**config.mk**
```make
export PLATFORM = sky130hd
export DESIGN_NAME = zero_knowledge_id_round
export DESIGN_NICKNAME = d
export VERILOG_FILES = /design/src/rtl/zkid_pkg.sv /design/src/rtl/zkid_modmul.sv /design/src/rtl/zero_knowledge_id_round.sv
export SDC_FILE = /design/constraint.sdc
export NUM_CORES = 1
export LEC_CHECK = 0
export BUFFER_PORTS_ARGS = -buffer_cell sky130_fd_sc_hd__buf_2
export CAP_MARGIN = 25
export CORE_MARGIN = 4
export CORE_UTILIZATION = 50
export CTS_CLUSTER_DIAMETER = 60
export CTS_CLUSTER_SIZE = 30
export DETAILED_ROUTE_END_ITERATION = 6
export PLACE_DENSITY = 0.68
export SLEW_MARGIN = 20
export SYNTH_ARGS = -nofsm -noshare
export SYNTH_HDL_FRONTEND = slang
export SYNTH_HIERARCHICAL = 1
export SYNTH_SLANG_ARGS = --single-unit
```
**constraint.sdc**
```tcl
create_clock -name clk -period 6.79 [get_ports clk]
set_input_delay 1.358 -clock clk [delete_from_list [all_inputs] [get_ports clk]]
set_output_delay 1.358 -clock clk [all_outputs]
set_load 0.01 [all_outputs]
```
**src/rtl/zkid_pkg.sv**
```systemverilog
// Shared types and constants for the Fiat-Shamir identification round block.
// No dependencies; used by zkid_modmul and zero_knowledge_id_round.
package zkid_pkg;

	// APB data and address widths, and widths of the fixed value ports
	localparam int DATA_BITS  = 32;
	localparam int ADDR_BITS  = 3;
	localparam int FIELD_BITS = 32;

	// register index, taken from paddr[2]
	localparam logic REG_MODULUS = 1'b0;
	localparam logic REG_SECRET  = 1'b1;

	// status of the serial modular multiplier
	typedef struct packed {
		logic busy;
		logic done;
	} mul_stat_t;

	// round sequencer
	typedef enum logic [9:0] {
		S_IDLE  = 10'b00_0000_0001,
		S_CHECK = 10'b00_0000_0010,
		S_RED_X = 10'b00_0000_0100,
		S_RED_S = 10'b00_0000_1000,
		S_SQ_S  = 10'b00_0001_0000,
		S_MUL_A = 10'b00_0010_0000,
		S_MUL_Y = 10'b00_0100_0000,
		S_MUL_L = 10'b00_1000_0000,
		S_MUL_R = 10'b01_0000_0000,
		S_DONE  = 10'b10_0000_0000
	} state_t;

endpackage

```
**src/rtl/zkid_modmul.sv**
```systemverilog
// Bit-serial modular multiplier: product = multiplicand * multiplier mod modulus.
// Depends on zkid_pkg (mul_stat_t). Multiplicand must be below the modulus.
module zkid_modmul #(
	parameter int WORD_BITS = 32
) (
	input  logic                  clk,
	input  logic                  arst_n,
	input  logic                  start,
	input  logic [WORD_BITS-1:0]  multiplicand,
	input  logic [WORD_BITS-1:0]  multiplier,
	input  logic [WORD_BITS-1:0]  modulus,
	output logic [WORD_BITS-1:0]  product,
	output zkid_pkg::mul_stat_t   stat
);

	localparam int CNT_BITS = $clog2(WORD_BITS + 1);

	logic [WORD_BITS-1:0] r_q;
	logic [WORD_BITS-1:0] u_q;
	logic [WORD_BITS-1:0] v_q;
	logic [CNT_BITS-1:0]  cnt_q;
	logic                 done_q;
	logic [WORD_BITS:0]   sum_r;
	logic [WORD_BITS:0]   sum_u;
	logic [WORD_BITS:0]   n_ext;
	logic [WORD_BITS-1:0] r_d;
	logic [WORD_BITS-1:0] u_d;

	// accumulate r + u and double u, both reduced once against the modulus
	assign n_ext = {1'b0, modulus};
	assign sum_r = {1'b0, r_q} + {1'b0, u_q};
	assign sum_u = {1'b0, u_q} + {1'b0, u_q};

	always_comb begin
		if (sum_r >= n_ext) begin
			r_d = WORD_BITS'(sum_r - n_ext);
		end else begin
			r_d = sum_r[WORD_BITS-1:0];
		end
		if (sum_u >= n_ext) begin
			u_d = WORD_BITS'(sum_u - n_ext);
		end else begin
			u_d = sum_u[WORD_BITS-1:0];
		end
	end

	// step counter and done pulse
	always_ff @(posedge clk or negedge arst_n) begin
		if (!arst_n) begin
			cnt_q  <= '0;
			done_q <= 1'b0;
		end else if (start) begin
			cnt_q  <= CNT_BITS'(WORD_BITS);
			done_q <= 1'b0;
		end else begin
			done_q <= (cnt_q == CNT_BITS'(1));
			if (cnt_q != '0) begin
				cnt_q <= cnt_q - CNT_BITS'(1);
			end
		end
	end

	// multiplier bits enter LSB first, one per cycle
	always_ff @(posedge clk) begin
		if (start) begin
			r_q <= '0;
			u_q <= multiplicand;
			v_q <= multiplier;
		end else if (cnt_q != '0) begin
			if (v_q[0]) begin
				r_q <= r_d;
			end
			u_q <= u_d;
			v_q <= v_q >> 1;
		end
	end

	assign product   = r_q;
	assign stat.busy = (cnt_q != '0);
	assign stat.done = done_q;

endmodule

```
**src/rtl/zero_knowledge_id_round.sv**
```systemverilog
// Top level of the Fiat-Shamir identification round block: APB registers,
// round sequencer and output register. Depends on zkid_pkg and zkid_modmul.
//
//   channel   handshake            word contents
//   -------   ------------------   ---------------------------------------------
//   in        in_valid/in_ready    commitment_x, challenge
//   out       out_valid/out_ready  commitment_a, response_y, public_value,
//                                  accepted, range_error
//   apb       psel/penable/pready  modulus at 0x0, secret at 0x4
//
// Every modular product runs on one shared multiplier that takes one multiplier
// bit per cycle. A round with challenge 1 needs four products (a, y, y*y, a*V);
// challenge 0 needs two. Add one product when x is not below N, and one or two
// when V must be recomputed after reset or a register write. Modulus zero goes
// straight to the done state with no product. No clearing pass after reset.
// in_ready is high only while the sequencer idles; a finished word waits in the
// output register while the next word is taken and worked on.
module zero_knowledge_id_round #(
	parameter int WORD_BITS = 32
) (
	input  logic                                clk,
	input  logic                                arst_n,
	// input words
	input  logic                                in_valid,
	output logic                                in_ready,
	input  logic [zkid_pkg::FIELD_BITS-1:0]     commitment_x,
	input  logic                                challenge,
	// result words
	output logic                                out_valid,
	input  logic                                out_ready,
	output logic [zkid_pkg::FIELD_BITS-1:0]     commitment_a,
	output logic [zkid_pkg::FIELD_BITS-1:0]     response_y,
	output logic [zkid_pkg::FIELD_BITS-1:0]     public_value,
	output logic                                accepted,
	output logic                                range_error,
	// register port
	input  logic                                psel,
	input  logic                                penable,
	input  logic                                pwrite,
	input  logic [zkid_pkg::ADDR_BITS-1:0]      paddr,
	input  logic [zkid_pkg::DATA_BITS-1:0]      pwdata,
	output logic [zkid_pkg::DATA_BITS-1:0]      prdata,
	output logic                                pready
);

	zkid_pkg::state_t     state_q;
	zkid_pkg::state_t     state_d;
	zkid_pkg::state_t     after_x;
	logic                 launch_q;

	logic [WORD_BITS-1:0] modulus_q;
	logic [WORD_BITS-1:0] secret_q;
	logic [WORD_BITS-1:0] pv_q;
	logic                 stale_q;

	logic [WORD_BITS-1:0] x_q;
	logic                 e_q;
	logic [WORD_BITS-1:0] xr_q;
	logic [WORD_BITS-1:0] sr_q;
	logic [WORD_BITS-1:0] a_q;
	logic [WORD_BITS-1:0] y_q;
	logic [WORD_BITS-1:0] lhs_q;
	logic [WORD_BITS-1:0] rhs_q;
	logic                 rerr_q;

	logic                 out_valid_q;
	logic [zkid_pkg::FIELD_BITS-1:0] a_out_q;
	logic [zkid_pkg::FIELD_BITS-1:0] y_out_q;
	logic [zkid_pkg::FIELD_BITS-1:0] pv_out_q;
	logic                 acc_out_q;
	logic                 rerr_out_q;

	logic                 cfg_write;
	logic                 n_zero;
	logic                 x_lt_n;
	logic                 s_lt_n;
	logic [WORD_BITS-1:0] one_n;
	logic                 out_free;
	logic                 mul_state;
	logic                 mul_start;
	logic [WORD_BITS-1:0] mul_u;
	logic [WORD_BITS-1:0] mul_v;
	logic [WORD_BITS-1:0] mul_p;
	zkid_pkg::mul_stat_t  mul_stat;

	// register port: always ready, word-aligned decode on paddr[2]
	assign pready    = 1'b1;
	assign cfg_write = psel && penable && pwrite;

	always_comb begin
		case (paddr[2])
			zkid_pkg::REG_MODULUS: prdata = zkid_pkg::DATA_BITS'(modulus_q);
			zkid_pkg::REG_SECRET:  prdata = zkid_pkg::DATA_BITS'(secret_q);
			default:               prdata = '0;
		endcase
	end

	always_ff @(posedge clk or negedge arst_n) begin
		if (!arst_n) begin
			modulus_q <= WORD_BITS'(4);
			secret_q  <= WORD_BITS'(1);
		end else if (cfg_write) begin
			if (paddr[2] == zkid_pkg::REG_MODULUS) begin
				modulus_q <= WORD_BITS'(pwdata);
			end else begin
				secret_q <= WORD_BITS'(pwdata);
			end
		end
	end

	// range checks and the residue of one
	assign n_zero = (modulus_q == '0);
	assign x_lt_n = (x_q < modulus_q);
	assign s_lt_n = (secret_q < modulus_q);
	assign one_n  = WORD_BITS'(modulus_q != WORD_BITS'(1));
	assign out_free = !out_valid_q || out_ready;

	// once x is below N: refresh V if stale, else go to x squared
	always_comb begin
		if (!stale_q) begin
			after_x = zkid_pkg::S_MUL_A;
		end else if (s_lt_n) begin
			after_x = zkid_pkg::S_SQ_S;
		end else begin
			after_x = zkid_pkg::S_RED_S;
		end
	end

	// next state
	always_comb begin
		state_d = state_q;
		case (state_q)
			zkid_pkg::S_IDLE: begin
				if (in_valid) begin
					state_d = zkid_pkg::S_CHECK;
				end
			end
			zkid_pkg::S_CHECK: begin
				if (n_zero) begin
					state_d = zkid_pkg::S_DONE;
				end else if (!x_lt_n) begin
					state_d = zkid_pkg::S_RED_X;
				end else begin
					state_d = after_x;
				end
			end
			zkid_pkg::S_RED_X: begin
				if (mul_stat.done) begin
					state_d = after_x;
				end
			end
			zkid_pkg::S_RED_S: begin
				if (mul_stat.done) begin
					state_d = zkid_pkg::S_SQ_S;
				end
			end
			zkid_pkg::S_SQ_S: begin
				if (mul_stat.done) begin
					state_d = zkid_pkg::S_MUL_A;
				end
			end
			zkid_pkg::S_MUL_A: begin
				if (mul_stat.done) begin
					state_d = e_q ? zkid_pkg::S_MUL_Y : zkid_pkg::S_MUL_L;
				end
			end
			zkid_pkg::S_MUL_Y: begin
				if (mul_stat.done) begin
					state_d = zkid_pkg::S_MUL_L;
				end
			end
			zkid_pkg::S_MUL_L: begin
				if (mul_stat.done) begin
					state_d = e_q ? zkid_pkg::S_MUL_R : zkid_pkg::S_DONE;
				end
			end
			zkid_pkg::S_MUL_R: begin
				if (mul_stat.done) begin
					state_d = zkid_pkg::S_DONE;
				end
			end
			zkid_pkg::S_DONE: begin
				if (out_free) begin
					state_d = zkid_pkg::S_IDLE;
				end
			end
			default: state_d = zkid_pkg::S_IDLE;
		endcase
	end

	// state register; launch a product on the first cycle of each multiply state
	always_ff @(posedge clk or negedge arst_n) begin
		if (!arst_n) begin
			state_q  <= zkid_pkg::S_IDLE;
			launch_q <= 1'b0;
		end else begin
			state_q  <= state_d;
			launch_q <= (state_d != state_q);
		end
	end

	assign in_ready = (state_q == zkid_pkg::S_IDLE);

	// multiplier operands per state
	always_comb begin
		mul_state = 1'b1;
		mul_u     = '0;
		mul_v     = '0;
		case (state_q)
			zkid_pkg::S_RED_X: begin
				mul_u = one_n;
				mul_v = x_q;
			end
			zkid_pkg::S_RED_S: begin
				mul_u = one_n;
				mul_v = secret_q;
			end
			zkid_pkg::S_SQ_S: begin
				mul_u = sr_q;
				mul_v = sr_q;
			end
			zkid_pkg::S_MUL_A: begin
				mul_u = xr_q;
				mul_v = xr_q;
			end
			zkid_pkg::S_MUL_Y: begin
				mul_u = xr_q;
				mul_v = sr_q;
			end
			zkid_pkg::S_MUL_L: begin
				mul_u = y_q;
				mul_v = y_q;
			end
			zkid_pkg::S_MUL_R: begin
				mul_u = a_q;
				mul_v = pv_q;
			end
			default: mul_state = 1'b0;
		endcase
	end

	assign mul_start = launch_q && mul_state;

	zkid_modmul #(
		.WORD_BITS (WORD_BITS)
	) u_modmul (
		.clk          (clk),
		.arst_n       (arst_n),
		.start        (mul_start),
		.multiplicand (mul_u),
		.multiplier   (mul_v),
		.modulus      (modulus_q),
		.product      (mul_p),
		.stat         (mul_stat)
	);

	// stored V and its stale mark; any register write forces a recompute
	always_ff @(posedge clk or negedge arst_n) begin
		if (!arst_n) begin
			pv_q    <= '0;
			stale_q <= 1'b1;
		end else if (cfg_write) begin
			stale_q <= 1'b1;
		end else if (state_q == zkid_pkg::S_CHECK && n_zero) begin
			pv_q    <= '0;
			stale_q <= 1'b0;
		end else if (state_q == zkid_pkg::S_SQ_S && mul_stat.done) begin
			pv_q    <= mul_p;
			stale_q <= 1'b0;
		end
	end

	// round working registers
	always_ff @(posedge clk) begin
		case (state_q)
			zkid_pkg::S_IDLE: begin
				if (in_valid) begin
					x_q <= WORD_BITS'(commitment_x);
					e_q <= challenge;
				end
			end
			zkid_pkg::S_CHECK: begin
				rerr_q <= (x_q == '0) || !x_lt_n || (secret_q == '0) || !s_lt_n;
				xr_q   <= x_q;
				if (stale_q) begin
					sr_q <= secret_q;
				end
				if (n_zero) begin
					a_q   <= '0;
					y_q   <= '0;
					lhs_q <= '0;
					rhs_q <= '0;
				end
			end
			zkid_pkg::S_RED_X: begin
				if (mul_stat.done) begin
					xr_q <= mul_p;
				end
			end
			zkid_pkg::S_RED_S: begin
				if (mul_stat.done) begin
					sr_q <= mul_p;
				end
			end
			zkid_pkg::S_MUL_A: begin
				if (mul_stat.done) begin
					a_q <= mul_p;
					if (!e_q) begin
						y_q <= xr_q;
					end
				end
			end
			zkid_pkg::S_MUL_Y: begin
				if (mul_stat.done) begin
					y_q <= mul_p;
				end
			end
			zkid_pkg::S_MUL_L: begin
				if (mul_stat.done) begin
					lhs_q <= mul_p;
					if (!e_q) begin
						rhs_q <= a_q;
					end
				end
			end
			zkid_pkg::S_MUL_R: begin
				if (mul_stat.done) begin
					rhs_q <= mul_p;
				end
			end
			default: begin
			end
		endcase
	end

	// output register: load the word when the slot frees up
	always_ff @(posedge clk or negedge arst_n) begin
		if (!arst_n) begin
			out_valid_q <= 1'b0;
		end else if (state_q == zkid_pkg::S_DONE && out_free) begin
			out_valid_q <= 1'b1;
		end else if (out_ready) begin
			out_valid_q <= 1'b0;
		end
	end

	always_ff @(posedge clk) begin
		if (state_q == zkid_pkg::S_DONE && out_free) begin
			a_out_q    <= zkid_pkg::FIELD_BITS'(a_q);
			y_out_q    <= zkid_pkg::FIELD_BITS'(y_q);
			pv_out_q   <= zkid_pkg::FIELD_BITS'(pv_q);
			acc_out_q  <= (lhs_q == rhs_q) && !rerr_q;
			rerr_out_q <= rerr_q;
		end
	end

	assign out_valid    = out_valid_q;
	assign commitment_a = a_out_q;
	assign response_y   = y_out_q;
	assign public_value = pv_out_q;
	assign accepted     = acc_out_q;
	assign range_error  = rerr_out_q;

	// a product is never launched over one still running
	a_start_idle: assert property (@(posedge clk) disable iff (!arst_n)
		mul_start |-> !mul_stat.busy)
		else $error("multiplier restarted while busy");

	// a finished product arrives only in a state that waits for one
	a_done_state: assert property (@(posedge clk) disable iff (!arst_n)
		mul_stat.done |-> (state_q == zkid_pkg::S_RED_X || state_q == zkid_pkg::S_RED_S ||
			state_q == zkid_pkg::S_SQ_S || state_q == zkid_pkg::S_MUL_A ||
			state_q == zkid_pkg::S_MUL_Y || state_q == zkid_pkg::S_MUL_L ||
			state_q == zkid_pkg::S_MUL_R))
		else $error("product finished outside a multiply state");

	// every finished product moves the sequencer on
	a_done_advance: assert property (@(posedge clk) disable iff (!arst_n)
		mul_stat.done |=> (state_q != $past(state_q)))
		else $error("sequencer ignored a finished product");

	// the y product and the V check run only for challenge one
	a_rhs_challenge: assert property (@(posedge clk) disable iff (!arst_n)
		(state_q == zkid_pkg::S_MUL_R || state_q == zkid_pkg::S_MUL_Y) |-> e_q)
		else $error("challenge-one step taken with challenge zero");

endmodule
```
==> flow_summary_export.csv, run 1 <==
group,metric,value,unit
clocking,clkTransAtPathRegs,0.09,ns
grt,grt_pass1_wl,141,mm
yosys,sequential_share_of_the_synthesized_area,50.2,%
setup_path,critPathLaunchType,"flop",
yosys,postSynthRegisterBits,536,
sta,setup_tns,0,ns
final_layout,drive_above_1_share,18.5,%
drt,drc_violation_count_after_routing,0,
clocking,clk_root_buffer_cell,"clkbuf_16",
final_layout,final_area,0.0334,mm2
clocking,cts_inserted_buffers,40,
placement,portBuffers,204,
drt,dr_total_vias,23800,
floorplan,die-height,254,um
clocking,clkLatencyLatePin,0.61,ns
sta,hold_slack,0.495,ns
clocking,cts_tree,"done",
final_layout,area.growth.synth_to_final,10.3,%
sta,setup_viol,0,
setup_path,type_of_destination_of_the_critical_path,"flop",
setup_path,cpMaxStageDelayCell,"a2111oi_0",
placement,gp_congestion,0.955,
clocking,cts_hold_repair.buffers,0,
yosys,synth.avg_cell_area,11.0,um2
clocking,max-clock-path-buffers,3,
final_layout,filler_cell_count,5076,
floorplan,io_pins,208,
yosys,post_synth_main_area_contributors,"edfxtp_1 (38%), dfrtp_1 (9.3%), ha_1 (6.6%)",
outcome,outcome,"finished clean",
sta,max-slew-margin-rel,33.7,%
drt,number_of_drc_markers_in_iteration_0,3195,
yosys,yosysWarnings,6,
worst_hold_path,holdCritPathClass,"flop to flop",
sta,finalClockSkew,0.0418,ns
yosys,synth_area_leader_cell,"edfxtp_1",
yosys,number_of_synthesized_flops_with_an_enable_pin,388,
grt,globalRouteTotalUtil,28.7,%
sta,finalWorstSetupSlack,0.585,ns
power,totalPowerFinal,19.3,mW
sta,period_needed,6.20,ns
yosys,ys_async_sr_fraction,21.6,%
floorplan,floorplan.rows,89,
drt,drtAntennaViolNets,0,
drt,wl,95.7,mm
yosys,synth.top_cell.area_share,38.5,%
clocking,clock_sinks,536,
sta,finalHoldViolCount,0,
yosys,post_synth_inst_count,2748,
placement,detailedPlace.worstSlack,0.598,ns
placement,placedInstanceArea,0.0319,mm2
sta,fin_crit_sh,91.4,%
clocking,postCtsSetupRepairBufs,0,
drt,via_per_inst,6.46,
placement,detailed_place_hpwl,72.4,mm
floorplan,placeableCoreArea,0.0595,mm2
sta,slew_at_the_pin_closest_to_its_max_slew_limit,0.995,ns
setup_path,critical-path-max-stage-delay,0.70,ns
power,vdd_drop_max,0.603,mV
sta,achievable-frequency,161,MHz
grt,global_route.overflow_total,0,
sta,setup_repair_after_global_routing_missed_its_margin,"false",
setup_path,path_cells,"ha_1, fa_1, a211oi_1, o31ai_4, a31oi_2, o211ai_2, a2111oi_0, buf_4, o31a_1, xnor2_1, ha_1, nand2_1, nor4_1, a2111oi_0, o311ai_1, nor3_2, o31a_1, buf_12, nor4_1, a311o_1",
yosys,syn-num-nets,2986,
job,cap_viol_max_count,0,
setup_path,cp_data_arrival_time,6.67,ns
setup_path,critPathKind,"flop to flop",
setup_path,cp_num_buf_inv,2,
setup_path,critPathTopFamily,"compound AO/OA/AOI/OAI gates",
setup_path,critical_path_peak_fanout,32,
clocking,cts_max_level,2,
grt,first_global_vias,22500,
power,power.leakage,13.4,nW
power,power_density,579,mW/mm2
floorplan,die-area,0.0646,mm2
yosys,synth.distinct_cells,98,
drt,detailedRoute.firstPassIterationCount,7,
yosys,ys.flop_type,"edfxtp_1",
sta,maxSlewViolCount,0,
final_layout,fin_nets,3112,
clocking,cts_resized,0,
floorplan,initial_cell_density_of_the_core,51.0,%
grt,grt_antenna_before_repair,4,
drt,routed_wire_length_per_instance,26.0,um
grt,grt_start_max_net_pins,89,
yosys,syn-cell-area,0.0303,mm2
floorplan,die_x,254,um
setup_path,required,7.25,ns
Yosys cell counts (all sizes together) (10+ instances only):
master / count
a21o: 29
a22oi: 18
a22o: 68
nand3: 58
buf: 46
nor4: 42
o22ai: 10
inv: 116
nor2: 116
and2: 75
clkbuf: 104
a222oi: 76
edfxtp: 388
or4: 10
o211ai: 24
o21ai: 155
dfrtp: 112
a211oi: 26
xnor2: 53
o21bai: 13
nand2: 303
o21a: 18
nand4: 37
ha: 160
a21oi: 163
and3: 15
mux2: 161
xor2: 47
nor3: 39
nor2b: 18
mux2i: 30
dfxtp: 32
or3: 19
nand2b: 15
a31oi: 29
o31ai: 11
layout make-up:
| type | count | area, um2 | share of cell area [%] |
|---|---|---|---|
| clock inverter | 31 | 437 | 1.31 |
| clock buffer | 43 | 1030 | 3.09 |
| multi-input combinational | 1946 | 14000 | 42.0 |
| timing repair buffer | 234 | 1290 | 3.86 |
| tap | 773 | 967 | 2.89 |
| sequential | 536 | 15200 | 45.5 |
| antenna | 4 | 10.0 | 0.0300 |
| inverter | 116 | 435 | 1.30 |
logic make-up after synthesis:
| family | after synthesis | share of synthesized area, % |
|---|---|---|
| and+or+nand+nor | 777 | 12.6 |
| muxes | 191 | 6.98 |
| AOI/OAI and AO/OA | 714 | 16.8 |
| DFF | 536 | 50.2 |
| buffers and inverters | 266 | 3.72 |
| other | 1 | 0.0124 |
| adders and majority gates | 163 | 6.81 |
| xor gates and xnor gates | 100 | 2.89 |
worst register-to-register path: cells and delay by family, from the launching register on:
family / cells / cell delay (ns)
DFF: 1 / 0.49
adders and majority gates: 3 / 1.08
xor gates and xnor gates: 1 / 0.15
buffers and inverters: 2 / 0.41
AOI/OAI and AO/OA: 10 / 3.21
and+or+nand+nor: 4 / 0.75
cells in the final DEF, fill, tap and decap left out, drive strengths merged, types with 19 or more instances in the layout:
master    n
a22o     68
a31oi    29
and2     75
inv     132
a21o     29
nand4    37
nand2   303
mux2    161
dfrtp   112
dfxtp    32
buf     234
edfxtp  388
nor4     42
o211ai   24
a21oi   163
ha      160
or3      19
a211oi   26
nor3     39
nor2    116
xor2     47
nand3    58
a222oi   76
o21ai   155
mux2i    30
clkbuf   43
xnor2    53
metrics by stage:
stage / utilization [%] / cells
after floorplan: - / 2748
after global placement: 53.7 / 3604
after detailed placement: 53.7 / 3605
after CTS: 56.2 / 3679
after global routing: 56.2 / 3679
final: 56.2 / 3683
report_power, final:
group,switching [mW],internal (mW)
Combinational,6.82,4.52
Sequential,0.995,4.33
Clock,1.36,1.32
Total,9.18,10.2
worst paths after layout:
path                                     startpoint             endpoint  slack [ns]  depth (start not counted)
worst min-delay path                         y_q[1]        response_y[1]        0.50                          0
worst max-delay path            u_modmul/product[0]  u_modmul/product[0]        0.59                         20
worst min register to register               y_q[1]        response_y[1]        0.50                          0
worst max register to register  u_modmul/product[0]  u_modmul/product[0]        0.59                         20
max in group asynchronous                    arst_n    u_modmul/cnt_q[0]        4.84                          2
min in group asynchronous                    arst_n             pv_q[29]        0.78                          1
metal layers:
layer | vias to the layer above | track usage, % | wire length, um | share of wire (%)
met5 | - | 0 | 13 | 0.014
met3 | 154 | 5.24 | 9010 | 9.4
met2 | 1156 | 44.7 | 43000 | 45
met1 | 11800 | 41.6 | 40500 | 42
li1 | 10700 | - | - | -
met4 | 2 | 8.62 | 3220 | 3.4
Power figures use the tool's default switching activity.
==> inputs of run 2 (changes only) <==
Settings changed: REMOVE_ABC_BUFFERS set to 1.
==> flow_summary_export.csv, run 2 (same netlist as run 1, synthesis figures left out) <==
group,metric,value,unit
sta,fin_crit_sh,97.0,%
clocking,clock_sinks,536,
clocking,clkLatencyLatePin,0.61,ns
placement,placedInstanceArea,0.0320,mm2
clocking,clkTransAtPathRegs,0.08,ns
final_layout,drive_above_1_share,18.7,%
setup_path,critical-path-max-stage-delay,0.93,ns
setup_path,critPathLaunchType,"flop",
sta,achievable-frequency,152,MHz
floorplan,floorplan.rows,89,
setup_path,cpMaxStageDelayCell,"a2111oi_0",
placement,detailedPlace.worstSlack,0.214,ns
final_layout,fin_nets,3119,
placement,gp_congestion,0.993,
clocking,clk_root_buffer_cell,"clkbuf_16",
drt,routed_wire_length_per_instance,27.6,um
final_layout,layout_common_cells,"edfxtp_1 (388), nand2_1 (301), buf_2 (203), mux2_2 (161)",
drt,number_of_drc_markers_in_iteration_0,2924,
setup_path,required,7.31,ns
drt,drtAntennaViolNets,0,
grt,first_global_vias,23200,
worst_hold_path,holdCritPathClass,"flop to flop",
drt,drc_violation_count_after_routing,0,
sta,finalWorstSetupSlack,0.206,ns
outcome,outcome,"finished clean",
placement,detailed_place_hpwl,73.1,mm
final_layout,filler_cell_count,5057,
sta,setup_viol,0,
drt,via_per_inst,6.57,
placement,portBuffers,204,
setup_path,critical_path_peak_fanout,23,
floorplan,die-height,254,um
setup_path,cp_data_arrival_time,7.11,ns
clocking,max-clock-path-buffers,3,
final_layout,layout_commonest_cell,"edfxtp_1",
clocking,cts_max_level,2,
grt,globalRouteTotalUtil,30.6,%
sta,finalClockSkew,0.0403,ns
setup_path,type_of_destination_of_the_critical_path,"flop",
final_layout,area.growth.synth_to_final,10.8,%
sta,finalHoldViolCount,0,
grt,grt_antenna_before_repair,2,
floorplan,die_x,254,um
floorplan,initial_cell_density_of_the_core,51.0,%
drt,detailedRoute.firstPassIterationCount,6,
power,power_density,575,mW/mm2
sta,slew_at_the_pin_closest_to_its_max_slew_limit,1.13,ns
sta,maxSlewViolCount,0,
sta,setup_repair_after_global_routing_missed_its_margin,"false",
final_layout,finalCoreUtilization,56.4,%
floorplan,io_pins,208,
setup_path,path_cells,"ha_1, fa_1, a211oi_1, o31ai_4, a31oi_2, o211ai_2, a2111oi_0, o31a_1, xnor2_1, ha_1, nand2_1, nor4_1, a2111oi_0, o311ai_1, nor3_2, o31a_1, buf_4, buf_4, nand4b_1, a31oi_1",
sta,period_needed,6.58,ns
floorplan,die-area,0.0646,mm2
setup_path,cp_num_buf_inv,2,
setup_path,critPathKind,"flop to flop",
sta,hold_slack,0.470,ns
power,vdd_drop_max,0.601,mV
clocking,cts_tree,"done",
grt,grt_pass1_wl,148,mm
job,cap_viol_max_count,0,
clocking,cts_resized,0,
clocking,cts_inserted_buffers,41,
setup_path,critPathTopFamily,"compound AO/OA/AOI/OAI gates",
final_layout,final_area,0.0336,mm2
power,totalPowerFinal,19.3,mW
sta,max-slew-margin-rel,24.2,%
floorplan,placeableCoreArea,0.0595,mm2
grt,grt_start_max_net_pins,73,
grt,global_route.overflow_total,0,
clocking,cts_hold_repair.buffers,0,
power,power.leakage,13.5,nW
drt,wl,102,mm
drt,dr_total_vias,24200,
clocking,postCtsSetupRepairBufs,0,
[run 2: worst paths after layout]
check | startpoint | to | slack [ns] | cells after the start
worst max-delay path | u_modmul/u_q[0] | u_modmul/product[27] | 0.21 | 20
worst min-delay path | rerr_q | range_error | 0.47 | 0
worst max register to register | u_modmul/u_q[0] | u_modmul/product[27] | 0.21 | 20
worst min register to register | rerr_q | range_error | 0.47 | 0
max in group asynchronous | arst_n | secret_q[24] | 4.52 | 2
min in group asynchronous | arst_n | modulus_q[0] | 0.82 | 1
[run 2: layout make-up]
cell class              count  area (um2)  area share (%)
clock inverters            30         474            1.41
well taps                 773         967            2.88
inverters                 116         435            1.30
clock buffers              46        1090            3.24
flip-flops and latches    536       15200            45.3
repair buffers            240        1340            3.99
multi-input cells        1946       14100            41.9
diodes                      1        2.50         0.00746
[run 2: power breakdown]
part	total [mW]	internal [mW]	switching, mW
sequential	5.32	4.33	0.988
combinational	11.2	4.49	6.73
clock	2.76	1.35	1.41
[run 2: stage by stage]
step	setup TNS, ns	std cells
after floorplan	-105.36	2598
after global placement	0	3608
after detailed placement	0	3611
after CTS	0	3687
after global routing	0	3687
final	0	3688
[run 2: metal layers]
layer	vias up	wire [um]	GRT usage (%)
li1	10700	-	-
met1	11900	41100	42.9
met2	1365	45700	47.8
met3	203	11000	6.51
met4	0	3900	10.6
met5	-	0	0
[run 2: worst reg2reg max path: stages (launching register included)]
cell       delay (ns)
edfxtp_1         0.45
ha_1             0.27
fa_1             0.45
a211oi_1         0.44
o31ai_4          0.16
a31oi_2          0.34
o211ai_2         0.18
a2111oi_0        0.93
o31a_1           0.28
xnor2_1          0.17
ha_1             0.38
nand2_1          0.21
nor4_1           0.09
a2111oi_0        0.64
o311ai_1         0.25
nor3_2           0.34
o31a_1           0.19
buf_4            0.25
buf_4            0.24
nand4b_1         0.11
a31oi_1          0.16
